## src/rtl/image_sample_color_map_macros.svh

```systemverilog
// Assertion macros used by the top-level mapper.
`ifndef IMAGE_SAMPLE_COLOR_MAP_MACROS_SVH
`define IMAGE_SAMPLE_COLOR_MAP_MACROS_SVH

// Implication checked on every clock edge outside reset.
`define ISCM_ASSERT_IMPL(label, ante, cons) \
	label: assert property (@(posedge clk) disable iff (!arst_n) (ante) |-> (cons)) \
		else $error("assertion failed");

// Next-cycle implication checked outside reset.
`define ISCM_ASSERT_NEXT(label, ante, cons) \
	label: assert property (@(posedge clk) disable iff (!arst_n) (ante) |=> (cons)) \
		else $error("assertion failed");

`endif

```

## src/rtl/iscm_pkg.sv

```systemverilog
package iscm_pkg;

	localparam int TableRowsDefault = 256;
	localparam int MaxComponentsDefault = 4;
	localparam int NumRegs = 8;
	localparam int AddrW = 6;
	localparam int Lat = 12;

	typedef enum logic [2:0] {
		REG_PATH = 3'd0, REG_MODE = 3'd1, REG_COUNT = 3'd2, REG_EXP = 3'd3,
		REG_C0LO = 3'd4, REG_C0HI = 3'd5, REG_C1LO = 3'd6, REG_C1HI = 3'd7
	} reg_idx_t;

	localparam logic [2:0] PATH_IDENT = 3'd0;
	localparam logic [2:0] PATH_FUNC = 3'd1;
	localparam logic [2:0] PATH_PAL = 3'd2;
	localparam logic [2:0] PATH_DEC = 3'd3;
	localparam logic [2:0] PATH_AVG = 3'd4;

	localparam logic [1:0] MODE_GRAY = 2'd0;
	localparam logic [1:0] MODE_RGB = 2'd1;
	localparam logic [1:0] MODE_CMYK = 2'd2;

	localparam logic CMD_CONVERT = 1'b0;
	localparam logic CMD_WRITE = 1'b1;

	typedef struct packed {
		logic       command;
		logic [7:0] sample_zero;
		logic [7:0] sample_one;
		logic [7:0] sample_two;
		logic [7:0] sample_three;
		logic [7:0] entry_index;
		logic [1:0] entry_component;
		logic [7:0] entry_value;
	} in_item_t;

	typedef struct packed {
		logic [7:0] red;
		logic [7:0] green;
		logic [7:0] blue;
	} out_item_t;

	typedef struct packed {
		logic [2:0]  path_select;
		logic [1:0]  color_mode;
		logic [2:0]  count;
		logic [3:0]  exponent;
		logic [63:0] c0_lo;
		logic [63:0] c0_hi;
		logic [63:0] c1_lo;
		logic [63:0] c1_hi;
	} cfg_t;

	// Signed 16.16 product rounded to nearest, kept at 32 bits.
	function automatic logic [31:0] fxmul(input logic [31:0] a, input logic [31:0] b);
		logic signed [63:0] p;
		p = $signed(a) * $signed(b) + 64'sd32768;
		return p[47:16];
	endfunction

	function automatic logic [7:0] sub_floor(input logic [7:0] c, input logic [7:0] k);
		logic [8:0] s;
		s = {1'b0, c} + {1'b0, k};
		return (s >= 9'd255) ? 8'd0 : 8'(9'd255 - s);
	endfunction

	function automatic out_item_t emit(input logic [1:0] mode, input logic [31:0] v);
		out_item_t o;
		case (mode)
			MODE_GRAY: o = '{v[7:0], v[7:0], v[7:0]};
			MODE_RGB: o = '{v[7:0], v[15:8], v[23:16]};
			MODE_CMYK: o = '{sub_floor(v[7:0], v[31:24]), sub_floor(v[15:8], v[31:24]),
				sub_floor(v[23:16], v[31:24])};
			default: o = '0;
		endcase
		return o;
	endfunction

endpackage

```

## src/rtl/iscm_queue.sv

```systemverilog
// Small FIFO between front and back ends.
module iscm_queue (
	input  logic               clk,
	input  logic               arst_n,
	input  logic               push,
	input  iscm_pkg::in_item_t push_item,
	output logic               full,
	output logic               nempty,
	input  logic               pop,
	output iscm_pkg::in_item_t head
);
	import iscm_pkg::*;

	in_item_t   mem_q [4];
	logic [1:0] wp_q, rp_q;
	logic [2:0] cnt_q;

	assign full = (cnt_q == 3'd4);
	assign nempty = (cnt_q != 3'd0);
	assign head = mem_q[rp_q];

	always_ff @(posedge clk) begin
		if (push) begin
			mem_q[wp_q] <= push_item;
		end
	end

	always_ff @(posedge clk or negedge arst_n) begin
		if (!arst_n) begin
			wp_q <= '0;
			rp_q <= '0;
			cnt_q <= '0;
		end else begin
			if (push) begin
				wp_q <= wp_q + 2'd1;
			end
			if (pop) begin
				rp_q <= rp_q + 2'd1;
			end
			cnt_q <= cnt_q + 3'(push) - 3'(pop);
		end
	end
endmodule

```

## config.mk

```make
export PLATFORM = sky130hd
export DESIGN_NAME = iscm_queue
export DESIGN_NICKNAME = d
export VERILOG_FILES = /design/src/rtl/image_sample_color_map_macros.svh /design/src/rtl/iscm_pkg.sv /design/src/rtl/iscm_queue.sv
export SDC_FILE = /design/constraint.sdc
export NUM_CORES = 1
export LEC_CHECK = 0
export BUFFER_PORTS_ARGS = -buffer_cell sky130_fd_sc_hd__buf_2
export CORE_MARGIN = 2
export CORE_UTILIZATION = 40
export CTS_CLUSTER_DIAMETER = 80
export DETAILED_ROUTE_END_ITERATION = 10
export GPL_TIMING_DRIVEN = 0
export PLACE_DENSITY = 0.65
export SYNTH_ARGS = -nofsm -noshare
export SYNTH_HDL_FRONTEND = slang
export SYNTH_SLANG_ARGS = --single-unit
export TNS_END_PERCENT = 30
```

## constraint.sdc

```tcl
create_clock -name clk -period 2.4 [get_ports clk]
set_input_delay 0.72 -clock clk [delete_from_list [all_inputs] [get_ports clk]]
set_output_delay 0.72 -clock clk [all_outputs]
set_load 0.01 [all_outputs]
```

* Word-level counts from Yosys, hierarchy flattened
Memories as Yosys holds them, arrays and structs flattened. Index checks and enable logic that the tools add are counted.
Cells by class: add/sub/neg operators 4, $mul 0, divide/modulo/power cells 0, magnitude comparators 0, equal/unequal tests 1, shifts and indexed selects 0, mux-type cells 2, bitwise logic cells 0, reduce and logical (&&, ||, !) cells 1
Operators by type and width (count):
- $add 2x1->2 const B | 2
- $add 3x1->3 | 1
- $eq 3x3->1 const B | 1
- $reduce_bool 3->1 | 1
- $sub 3x1->3 | 1
- $mux 1 | 2
Storage, ports and cells: register bits 7, bits in latches 0, RAM bits 204, ROM bits 0, input port bits 55, output and inout port bits 53, word-level logic and storage cells 12, memories 1
Memory list:
- mem_q | words 4, width 51, rd ports 1, clocked after memory_dff 0, write ports 1, line iscm_queue.sv:14 | in_item_t mem_q [4];

* Depth between registers and ports, before layout
Gate-level depths: netlist (run 1).
depth after elaboration 2, gate-level depth with buffers 6, depth with buffers taken out 6

* Worst setup path before layout (run 1)
OpenSTA, ideal clock, no wires.
kind input-to-reg, start point input port push, end point memory mem_q[0][0] (netlist name), enable pin, arrival time 1.937 ns, data required time 1.986 ns, setup slack 0.049 ns, stages on the path 1, buffers on the path 0, cells stage by stage and2_1
On the way: longest elaborated chain between the ends 2
Ends and longest elaborated chain:
- start, declared | line iscm_queue.sv:5 | input logic push,
- $mux 1 | line iscm_queue.sv:23 | if (push) begin
- $mux 1 (implied by the code) | line iscm_queue.sv:24 | mem_q[wp_q] <= push_item;
- end, declared | line iscm_queue.sv:14
No other way between the ends.

==> results.txt, run 1 <==
----------------------------------------------------
[Drt]
  Remaining number of nets flagged by the antenna check after routing ... 0
  Number of remaining DRC errors ... 0
  Wire length per cell ... 19.3 um
  First-iteration detailed-routing DRC count ... 108
  Overall via count from detail_route ... 3440
  Mean number of vias per cell ... 4.82
  Wire length after detailed routing ... 13.8 mm
  Iteration count of the initial detailed-routing pass ... 4

[Finish]
  Final instance count without filler cells ... 714
  Fillers ... 1580
  Core Util, Final ... 50.1%
  Number of antenna cells inserted ... 0
  Share of layout cells above drive strength 1 ... 46.1%
  Area growth from synthesis to final layout ... 24.1%
  # nets final ... 495

[GRT]
  All-layer global routing usage ... 13.6%
  Maximum number of pins on one net before global-route repair ... 52
  Aggregate global routing overflow ... 0
  Via count of the first global-routing pass ... 3824
  First-pass GRT wire length ... 20.9 mm
  Number of antenna violations at the first check in global routing ... 0

[Worst setup path]
  Startpoint class of the critical path ... flop
  Required time reported for the critical path endpoint ... 1680 ps
  Launch point of the critical path ... rp_q[0]
  Critical setup path kind ... flop to output pin
  Data arrival time of the critical path ... 1870 ps
  Crit path max fanout ... 10
  R2R depth ... 3
  Worst setup path endpoint ... head[32]
  Capturing point of the worst reg2reg path ... mem_q[0][19]
  Slack of the worst reg-to-reg path ... 620 ps
  Nature of the critical path endpoint ... output pin
  Launching point of the worst reg2reg path ... wp_q[0]

[Synthesis]
  Number of warnings printed during yosys synthesis ... 0
  Area share of the largest cell type after synthesis ... 78.4%
  Post-Synthesis Net Count ... 363
  Cell Area, Synth ... 0.00781 mm2
  Mean instance size in the synthesized netlist ... 26.0 um2
  Number of synthesized register bits ... 211
  Count of different cell masters after synthesis ... 18
  Number of standard cells after synthesis ... 301
  Sequential element share of the synthesized area ... 80.7%
  Leading post-synthesis cells by cell area ... edfxtp_1, mux4_2, dfrtp_1, buf_12, mux4_1
  Top cell type by total area after synthesis ... edfxtp_1

[Floorplan]
  Die outline width ... 144 um
  Floorplan Core Area ... 0.0193 mm2
  Die span in y ... 144 um
  Area enclosed by the die boundary ... 0.0207 mm2
  Initial core utilization ... 40.4%
  Std-Cell Rows ... 51
  I/O Pins ... 108

[Clock network]
  Clock tree root buffer cell ... clkbuf_16
  Clock buffers created by TritonCTS ... 22
  CTS Sinks ... 211
  Insertion delay to the later sink of the worst-skew pair ... 490 ps
  TritonCTS clock tree ... built
  Count of hold-fix buffers inserted at cts ... 0
  Max clock buf depth ... 3
  Clock-pin slew of the registers on the worst-case setup and hold paths ... 60 ps
  H-tree levels ... 1

[Timing]
  Number of endpoints with negative hold slack in the final report ... 0
  Skew final ... 10.1 ps
  Min Clock Period, post-route ... 2590 ps
  Minimum setup slack in the final design ... -193 ps
  Final number of setup-violating endpoints ... 51
  Max Freq ... 386 MHz
  Final Max Slew Viols ... 0
  Unrepaired setup endpoints after global routing ... yes
  Worst Hold Margin ... 50.0 ps
  Slew at the pin with the worst max-slew slack ... 827 ps
  Fin crit share ... 108%
  Worst slew margin relative to its limit ... 44.9%

[Min path]
  Hold crit path type ... primary input to asynchronous set/reset pin

[Placement]
  Final GP Congestion ... 0.634
  Number of input and output port buffers inserted ... 107
  Detail Placement HPWL ... 7.90 mm
  Placed instance count ... 673

[Pwr]
  PD cells ... 1280 mW/mm2
  IR Drop Worst-Case VDD ... 0.000824 V
  Static Leakage ... 3.37 nW
  Final Total Pwr ... 12.4 mW

[Status]
  Run status ... complete, but fails checks
  Failing checks ... setup timing

[Flow run]
  Max-capacitance violation count ... 0

----------------------------------------------------
==> area by class of cell <==
cell class	count	area (um2)	area share (%)
plain buffers	11	158	1.63
well taps	265	332	3.42
inverters	6	22.5	0.232
clock inverters	15	155	1.60
multi-input cells	72	1360	14.0
flip-flops and latches	211	6300	65.0
repair buffers	109	782	8.07
clock buffers	25	583	6.02
==> sequential cells by signal (all words and copies together), names as in the netlist <==
name   flops
cnt_q      3
mem_q    204
rp_q       2
wp_q       2
==> how the worst min path moves through the flow <==
stage,to,slack [ps],cells after the start
after global routing,wp_q[1],40,1
after global placement,wp_q[0],500,1
after detailed placement,wp_q[0],520,1
after CTS,cnt_q[2],40,1
final,cnt_q[2],50,1
after floorplan,cnt_q[0],420,0
==> critical path, cell delays in order (launching register included) <==
cell,delay (ps)
dfrtp_1,370
buf_12,160
buf_12,160
mux4_2,540
buf_6,140
==> repair_timing <==
| action | 4_1_cts | 5_1_grt |
|---|---|---|
| setup endpoints to repair | 51 | 51 |
| hold endpoints to repair | 0 | 0 |
| buffers inserted | 2 | 0 |
| pin swaps | 0 | 0 |
| gates resized for setup | 30 | 14 |
==> routing by layer <==
layer  vias up  GRT usage [%]  part of all wire, %
li1       1542              -                    -
met1      1789           16.5                   41
met4         0           4.28                  2.1
met5         -              0                    0
met3        21           3.20                  4.8
met2        88           24.1                   52
==> cell usage after synthesis <==
master and count:
and3_1 1, fa_1 1, dfrtp_1 7, buf_2 5
mux4_2 48, buf_12 5, o21ai_0 1, ha_1 6
xor2_1 3, and2_1 4, inv_1 6, or3_1 1
edfxtp_1 204, buf_6 1, mux4_1 3, nand2_1 2
clkbuf_1 1, xnor2_1 2
==> kinds of logic after synthesis <==
family,share of synthesized area (%)
compound gates,0.0640
xor+xnor,0.561
fa+ha+maj,1.22
buf+inv,2.08
flops,80.7
mux,14.8
simple gates,0.577
==> layout by cell type, fill, tap and decap left out, types with 4 or more instances in the layout <==
cell,Yosys,layout
clkbuf_16,0,23
inv_1,6,6
buf_12,5,6
buf_4,0,7
edfxtp_1,204,204
clkinv_2,0,6
ha_1,6,6
dfrtp_1,7,7
buf_2,5,70
buf_6,1,37
and2_4,0,4
mux4_2,48,48
==> power breakdown <==
group	leakage, nW	internal (mW)	total (mW)	switching [mW]
Sequential	1.96	4.84	5.02	0.182
Clock	0.361	2.07	3.41	1.33
Combinational	1.06	2.12	3.97	1.85
==> metrics by stage <==
stage,setup WS (ps),TNS (ps),area (um2)
2_1_floorplan,49.5,0,7810
3_3_place_gp,-1170,-236420,8680
3_5_place_dp,129,0,8690
4_1_cts,-230,-10150,9600
5_1_grt,-272,-12350,9690
6_report,-193,-8320,9690
Note: power is estimated with default switching activity, not from simulation.
==> run 2, diff against run 1 <==
--- a/config.mk
+++ b/config.mk
@@ -7,11 +7,11 @@
 export LEC_CHECK = 0
 export BUFFER_PORTS_ARGS = -buffer_cell sky130_fd_sc_hd__buf_2
 export CORE_MARGIN = 2
-export CORE_UTILIZATION = 40
+export CORE_UTILIZATION = 51
 export CTS_CLUSTER_DIAMETER = 80
 export DETAILED_ROUTE_END_ITERATION = 10
 export GPL_TIMING_DRIVEN = 0
-export PLACE_DENSITY = 0.65
+export PLACE_DENSITY = 0.79
 export SYNTH_ARGS = -nofsm -noshare
 export SYNTH_HDL_FRONTEND = slang
 export SYNTH_SLANG_ARGS = --single-unit
==> run 2 against run 1 <==
  * The run still ends with setup timing left
  * Final cell count down 10%
  * Fmax up 0.60%
  * Via count up 2.7%
  * Sequential cell count unchanged
  * Clock power down 7.9%
  * Clock-buffer cell count up 7
  * Global-route usage up 2.7 points
  * Clock skew down 0.74 ps
  * Worst hold slack better by 13 ps
  * Utilization up 14 points
  * Critical path type unchanged
==> results.txt, run 2 (synthesis gave the netlist of run 1 again) <==
----------------------------------------------------
[Status]
  Failing checks ... setup timing
  Run status ... complete, but fails checks

[Drt]
  Wire length per cell ... 20.5 um
  Remaining number of nets flagged by the antenna check after routing ... 0
  Iteration count of the initial detailed-routing pass ... 4
  First-iteration detailed-routing DRC count ... 199
  Wire length after detailed routing ... 13.1 mm
  Number of remaining DRC errors ... 0
  Mean number of vias per cell ... 5.52
  Overall via count from detail_route ... 3532

[Timing]
  Sum of negative setup slack ... -7540 ps
  Number of endpoints with negative hold slack in the final report ... 0
  Max Freq ... 388 MHz
  Worst slew margin relative to its limit ... 46.4%
  Slew at the pin with the worst max-slew slack ... 804 ps
  Skew final ... 9.38 ps
  Fin crit share ... 107%
  Unrepaired setup endpoints after global routing ... yes
  Worst Hold Margin ... 63.3 ps
  Final Max Slew Viols ... 0
  Min Clock Period, post-route ... 2580 ps
  Final number of setup-violating endpoints ... 51
  Minimum setup slack in the final design ... -177 ps

[Flow run]
  Max-capacitance violation count ... 0

[Finish]
  Most used cells in the layout excluding fill and tap cells ... edfxtp_1, buf_2, mux4_2
  Fillers ... 1017
  Leading registers by flop count ... mem_q x204, cnt_q x3
  Core Util, Final ... 63.9%
  Area growth from synthesis to final layout ... 23.4%
  Final instance area ... 0.00964 mm2
  # nets final ... 501
  Most frequent standard cell in the layout excluding fill and tap cells ... edfxtp_1
  Number of flip-flops under the largest register name ... 204
  Final instance count without filler cells ... 640
  Register with the highest flop count ... mem_q
  Number of antenna cells inserted ... 0
  Share of layout cells above drive strength 1 ... 46.0%

[Clock network]
  Max clock buf depth ... 3
  TritonCTS clock tree ... built
  Clock buffers created by TritonCTS ... 22
  Insertion delay to the later sink of the worst-skew pair ... 480 ps
  CTS Sinks ... 211
  Clock-pin slew of the registers on the worst-case setup and hold paths ... 60 ps
  H-tree levels ... 1
  Clock tree root buffer cell ... clkbuf_16

[Min path]
  Hold crit path type ... primary input to asynchronous set/reset pin

[Worst setup path]
  Data arrival time of the critical path ... 1860 ps
  Critical setup path kind ... flop to output pin
  Crit path max fanout ... 10
  Slack of the worst reg-to-reg path ... 530 ps
  Startpoint class of the critical path ... flop
  Required time reported for the critical path endpoint ... 1680 ps
  Nature of the critical path endpoint ... output pin

[Pwr]
  PD cells ... 1270 mW/mm2
  Switching power share of the total ... 26.8%
  IR Drop Worst-Case VDD ... 0.000674 V
  Switching power summed over all nets ... 3.28 mW
  Static Leakage ... 3.39 nW
  Pint ... 8.95 mW
  Proportion of power drawn by flip-flops and latches ... 41.1%
  Combinational group share of total power ... 33.2%
  Power share of the clock group ... 25.7%
  Final Total Pwr ... 12.2 mW

[GRT]
  Maximum number of pins on one net before global-route repair ... 52
  Number of antenna violations at the first check in global routing ... 1
  All-layer global routing usage ... 16.3%
  Via count of the first global-routing pass ... 3829
  First-pass GRT wire length ... 20.2 mm
  Aggregate global routing overflow ... 0

[Floorplan]
  Die span in y ... 128 um
  Std-Cell Rows ... 45
  Floorplan Core Area ... 0.0151 mm2
  Die outline width ... 128 um
  Area enclosed by the die boundary ... 0.0163 mm2
  Initial core utilization ... 51.8%
  I/O Pins ... 108

[Placement]
  Number of input and output port buffers inserted ... 107
  Final GP Congestion ... 0.667
  Detail Placement HPWL ... 7.77 mm
  Pre-CTS setup slack ... 160 ps
  Placed instance count ... 599
  Cell area reported after detailed placement ... 0.00867 mm2

----------------------------------------------------
-- run 2: metal layers --
metal  track usage, %  routed length (um)
met5                0                  12
met4             4.65                 233
met3             4.05                 832
met2             28.7                6610
met1             20.3                5410
-- run 2: layout make-up --
class | count | area (um2) | share of cell area, %
clock buffer | 32 | 619 | 6.42
clock inverter | 5 | 53.8 | 0.558
inverter | 6 | 22.5 | 0.234
timing repair buffer | 115 | 897 | 9.30
sequential | 211 | 6300 | 65.3
buffer | 11 | 158 | 1.63
multi-input combinational | 72 | 1360 | 14.1
tap | 188 | 235 | 2.44
-- run 2: final timing paths --
path	start	to	cells after the start
worst min register to register	wp_q[0]	wp_q[0]	1
worst max register to register	wp_q[0]	mem_q[2][36]	5
min in group clk	push_item[23]	mem_q[3][23]	1
max in group asynchronous	arst_n	rp_q[1]	1
worst max-delay path	rp_q[0]	head[32]	4
worst min-delay path	arst_n	rp_q[0]	1
-- run 2: power by group through the flow --
stage	Combinational, mW	Clock (mW)	Sequential [mW]
CTS	3.87	3.21	5.03
detailed placement	3.48	0	5.08
finish	4.07	3.14	5.03
floorplan	2.30	0	5.03
global placement	3.35	0	5.08
global route	4.36	3.38	5.09
-- run 2: critical path, stage by stage (launching register included) --
cell	delay [ps]
dfrtp_1	370
buf_12	170
buf_12	160
mux4_2	530
buf_6	140
-- run 2: timing repair --
action	in CTS	in global routing
setup buffers	3	1
cloned	0	1
resized for setup	30	15
endpoints found under the setup margin	51	51
hold buffers	0	0
hold endpoints to repair	0	0
==> run 3, diff against run 2 <==
--- a/config.mk
+++ b/config.mk
@@ -5,9 +5,10 @@
 export SDC_FILE = /design/constraint.sdc
 export NUM_CORES = 1
 export LEC_CHECK = 0
+export ABC_AREA = 1
 export BUFFER_PORTS_ARGS = -buffer_cell sky130_fd_sc_hd__buf_2
 export CORE_MARGIN = 2
-export CORE_UTILIZATION = 51
+export CORE_UTILIZATION = 52
 export CTS_CLUSTER_DIAMETER = 80
 export DETAILED_ROUTE_END_ITERATION = 10
 export GPL_TIMING_DRIVEN = 0
==> run 3 against run 2 <==
  * The flow still finishes with violations (setup timing)
  * Non-clock buffer count is 43 higher
  * Routed wire length is 65% higher
  * Clock power is 3% lower
  * Critical path depth is 5 higher
  * Combinational power is 91% higher
  * Utilization is 7.1 points higher
  * Clock-buffer cell count is 2 lower
  * Final cell count is 94% higher
==> results.txt, run 3 <==
----------------------------------------------------
[Clock network]
  Insertion delay to the later sink of the worst-skew pair ... 500 ps
  Clock tree root buffer cell ... clkbuf_16
  Max clock buf depth ... 3
  H-tree levels ... 1
  TritonCTS clock tree ... built
  CTS Sinks ... 211
  Clock buffers created by TritonCTS ... 22
  Count of hold-fix buffers inserted at cts ... 0
  Clock-pin slew of the registers on the worst-case setup and hold paths ... 60 ps

[Worst setup path]
  Slack of the worst reg-to-reg path ... -10 ps
  Capturing point of the worst reg2reg path ... mem_q[2][15]
  Worst setup path endpoint ... head[19]
  R2R depth ... 4
  Launch point of the critical path ... rp_q[0]
  Startpoint class of the critical path ... flop
  Data arrival time of the critical path ... 1860 ps
  Nature of the critical path endpoint ... output pin
  Critical setup path kind ... flop to output pin
  Required time reported for the critical path endpoint ... 1680 ps
  Launching point of the worst reg2reg path ... wp_q[0]
  Crit path max fanout ... 5

[Finish]
  # nets final ... 1066
  Register with the highest flop count ... mem_q
  Share of layout cells above drive strength 1 ... 35.9%
  Area growth from synthesis to final layout ... 35.0%
  Final instance count without filler cells ... 1242
  Leading registers by flop count ... mem_q x204, cnt_q x3
  Most frequent standard cell in the layout excluding fill and tap cells ... inv_1
  Number of flip-flops under the largest register name ... 204
  Most used cells in the layout excluding fill and tap cells ... inv_1, edfxtp_1, nand2_1

[Floorplan]
  Die span in y ... 136 um
  Area enclosed by the die boundary ... 0.0184 mm2
  Std-Cell Rows ... 48
  I/O Pins ... 108
  Initial core utilization ... 52.6%
  Die outline width ... 136 um
  Floorplan Core Area ... 0.0171 mm2

[Min path]
  Hold crit path type ... primary input to asynchronous set/reset pin

[Timing]
  Slew at the pin with the worst max-slew slack ... 1300 ps
  Worst slew margin relative to its limit ... 13.0%
  Final number of setup-violating endpoints ... 67
  Fin crit share ... 108%
  Min Clock Period, post-route ... 2580 ps
  Final Max Slew Viols ... 0
  Unrepaired setup endpoints after global routing ... yes
  Skew final ... 4.70 ps
  Minimum setup slack in the final design ... -184 ps
  Number of endpoints with negative hold slack in the final report ... 0
  Max Freq ... 387 MHz

[Pwr]
  IR Drop Worst-Case VDD ... 0.000947 V
  Static Leakage ... 5.68 nW
  PD cells ... 1300 mW/mm2

[Synthesis]
  Top cell type by total area after synthesis ... edfxtp_1
  Most numerous cell in the Yosys netlist ... nand2_1
  Number of synthesized flops with an enable pin ... 204
  Number of synthesized register bits ... 211
  Area share of the largest cell type after synthesis ... 68.1%
  Leading post-synthesis cells by cell area ... edfxtp_1, nand2_1, inv_1, nand3_1, dfrtp_1
  Sequential element share of the synthesized area ... 70.0%
  Top flip-flop cell by instance count after synthesis ... edfxtp_1
  Count of different cell masters after synthesis ... 16
  Number of warnings printed during yosys synthesis ... 0
  Share of synthesized flip-flops with an asynchronous set or reset ... 3.32%
  Number of standard cells after synthesis ... 846
  Commonest cells in the netlist ... nand2_1, inv_1, edfxtp_1
  Cell Area, Synth ... 0.00900 mm2
  Post-Synthesis Net Count ... 908
  Mean instance size in the synthesized netlist ... 10.6 um2

[Drt]
  Wire length after detailed routing ... 21.6 mm
  Mean number of vias per cell ... 5.01
  Remaining number of nets flagged by the antenna check after routing ... 0
  Wire length per cell ... 17.4 um
  Number of remaining DRC errors ... 0
  Overall via count from detail_route ... 6226
  Iteration count of the initial detailed-routing pass ... 4
  First-iteration detailed-routing DRC count ... 444

[GRT]
  Maximum number of pins on one net before global-route repair ... 52
  Via count of the first global-routing pass ... 6192
  Aggregate global routing overflow ... 0
  Number of antenna violations at the first check in global routing ... 2
  All-layer global routing usage ... 23.5%
  First-pass GRT wire length ... 32.7 mm

[Placement]
  Final GP Congestion ... 0.750
  Placed instance count ... 1180
  Number of input and output port buffers inserted ... 107
  Pre-CTS setup slack ... -560 ps
  Detail Placement HPWL ... 11.3 mm

[Flow run]
  Max-capacitance violation count ... 0

[Status]
  Failing checks ... setup timing
  Run status ... complete, but fails checks

----------------------------------------------------
run 3: cell count changes after synthesis, sizes merged:
cell / change
and2: -4
and3: -1
buf: +19
clkbuf: +4
inv: +212
mux4: -51
nand2: +264
nand3: +104
nor2: +1
or3: -1
xnor2: -2
run 3: cell type report:
cell class | count | area [um2]
plain buffers | 34 | 439
fillers | 1110 | 4970
repair buffers | 135 | 1230
clock inverters | 6 | 30.0
inverters | 218 | 843
clock buffers | 30 | 602
well taps | 225 | 282
diodes | 1 | 2.50
multi-input cells | 382 | 2420
flip-flops and latches | 211 | 6300
run 3: report_power, final:
group	switching, mW	leakage [nW]	total (mW)	internal, mW
clock	1.32	0.309	3.06	1.74
sequential	0.176	1.96	5.01	4.83
combinational	4.32	3.41	7.77	3.45
run 3: kinds of logic after synthesis:
family                     Yosys count  share of synthesized area [%]
AOI/OAI and AO/OA                    1                         0.0555
DFF                                211                           70.0
adders and majority gates            7                           1.06
xor gates and xnor gates             3                          0.292
buffers and inverters              253                           11.7
and+or+nand+nor                    371                           16.9
run 3: worst max-delay path, cell delays in order, from the launching register on:
cell and delay (ps):
dfrtp_1 350, buf_6 170, clkinv_8 90, buf_16 150, buf_12 120, buf_12 140
nand2_4 60, nand3_2 70, nand2_1 80, buf_2 130
run 3: worst min-delay path by stage:
stage,startpoint,endpoint,slack [ps],depth (start not counted)
after floorplan,arst_n,cnt_q[0],420,0
after global placement,wp_q[0],wp_q[0],520,1
after detailed placement,wp_q[0],wp_q[0],530,1
after CTS,arst_n,cnt_q[1],40,1
after global routing,arst_n,cnt_q[0],50,1
final,arst_n,rp_q[1],40,1
run 3: repair_timing:
| item | in CTS | in global routing |
|---|---|---|
| pin swaps | 40 | 33 |
| gates resized for setup | 240 | 87 |
| buffers inserted | 12 | 3 |
| setup endpoints to repair | 153 | 102 |
| gates cloned | 14 | 2 |
run 3: metrics by stage:
stage	hold WS [ps]	power, mW	area (um2)	setup TNS, ps	utilization [%]
3_5_place_dp	533	9.85	9870	-53740	57.6
5_1_grt	49.0	16.6	12100	-15230	71.0
6_report	43.6	15.8	12200	-5420	71.0
4_1_cts	36.5	15.4	11900	-12300	69.5
2_1_floorplan	424	8.01	9010	-620	-
3_3_place_gp	518	9.68	9830	-142430	57.4
run 3: routing by layer:
| layer | GRT usage, % | routed length [um] |
|---|---|---|
| met1 | 28.4 | 8290 |
| met2 | 43.3 | 11500 |
| met3 | 4.49 | 1350 |
| met4 | 5.90 | 488 |
| met5 | 0 | 31 |
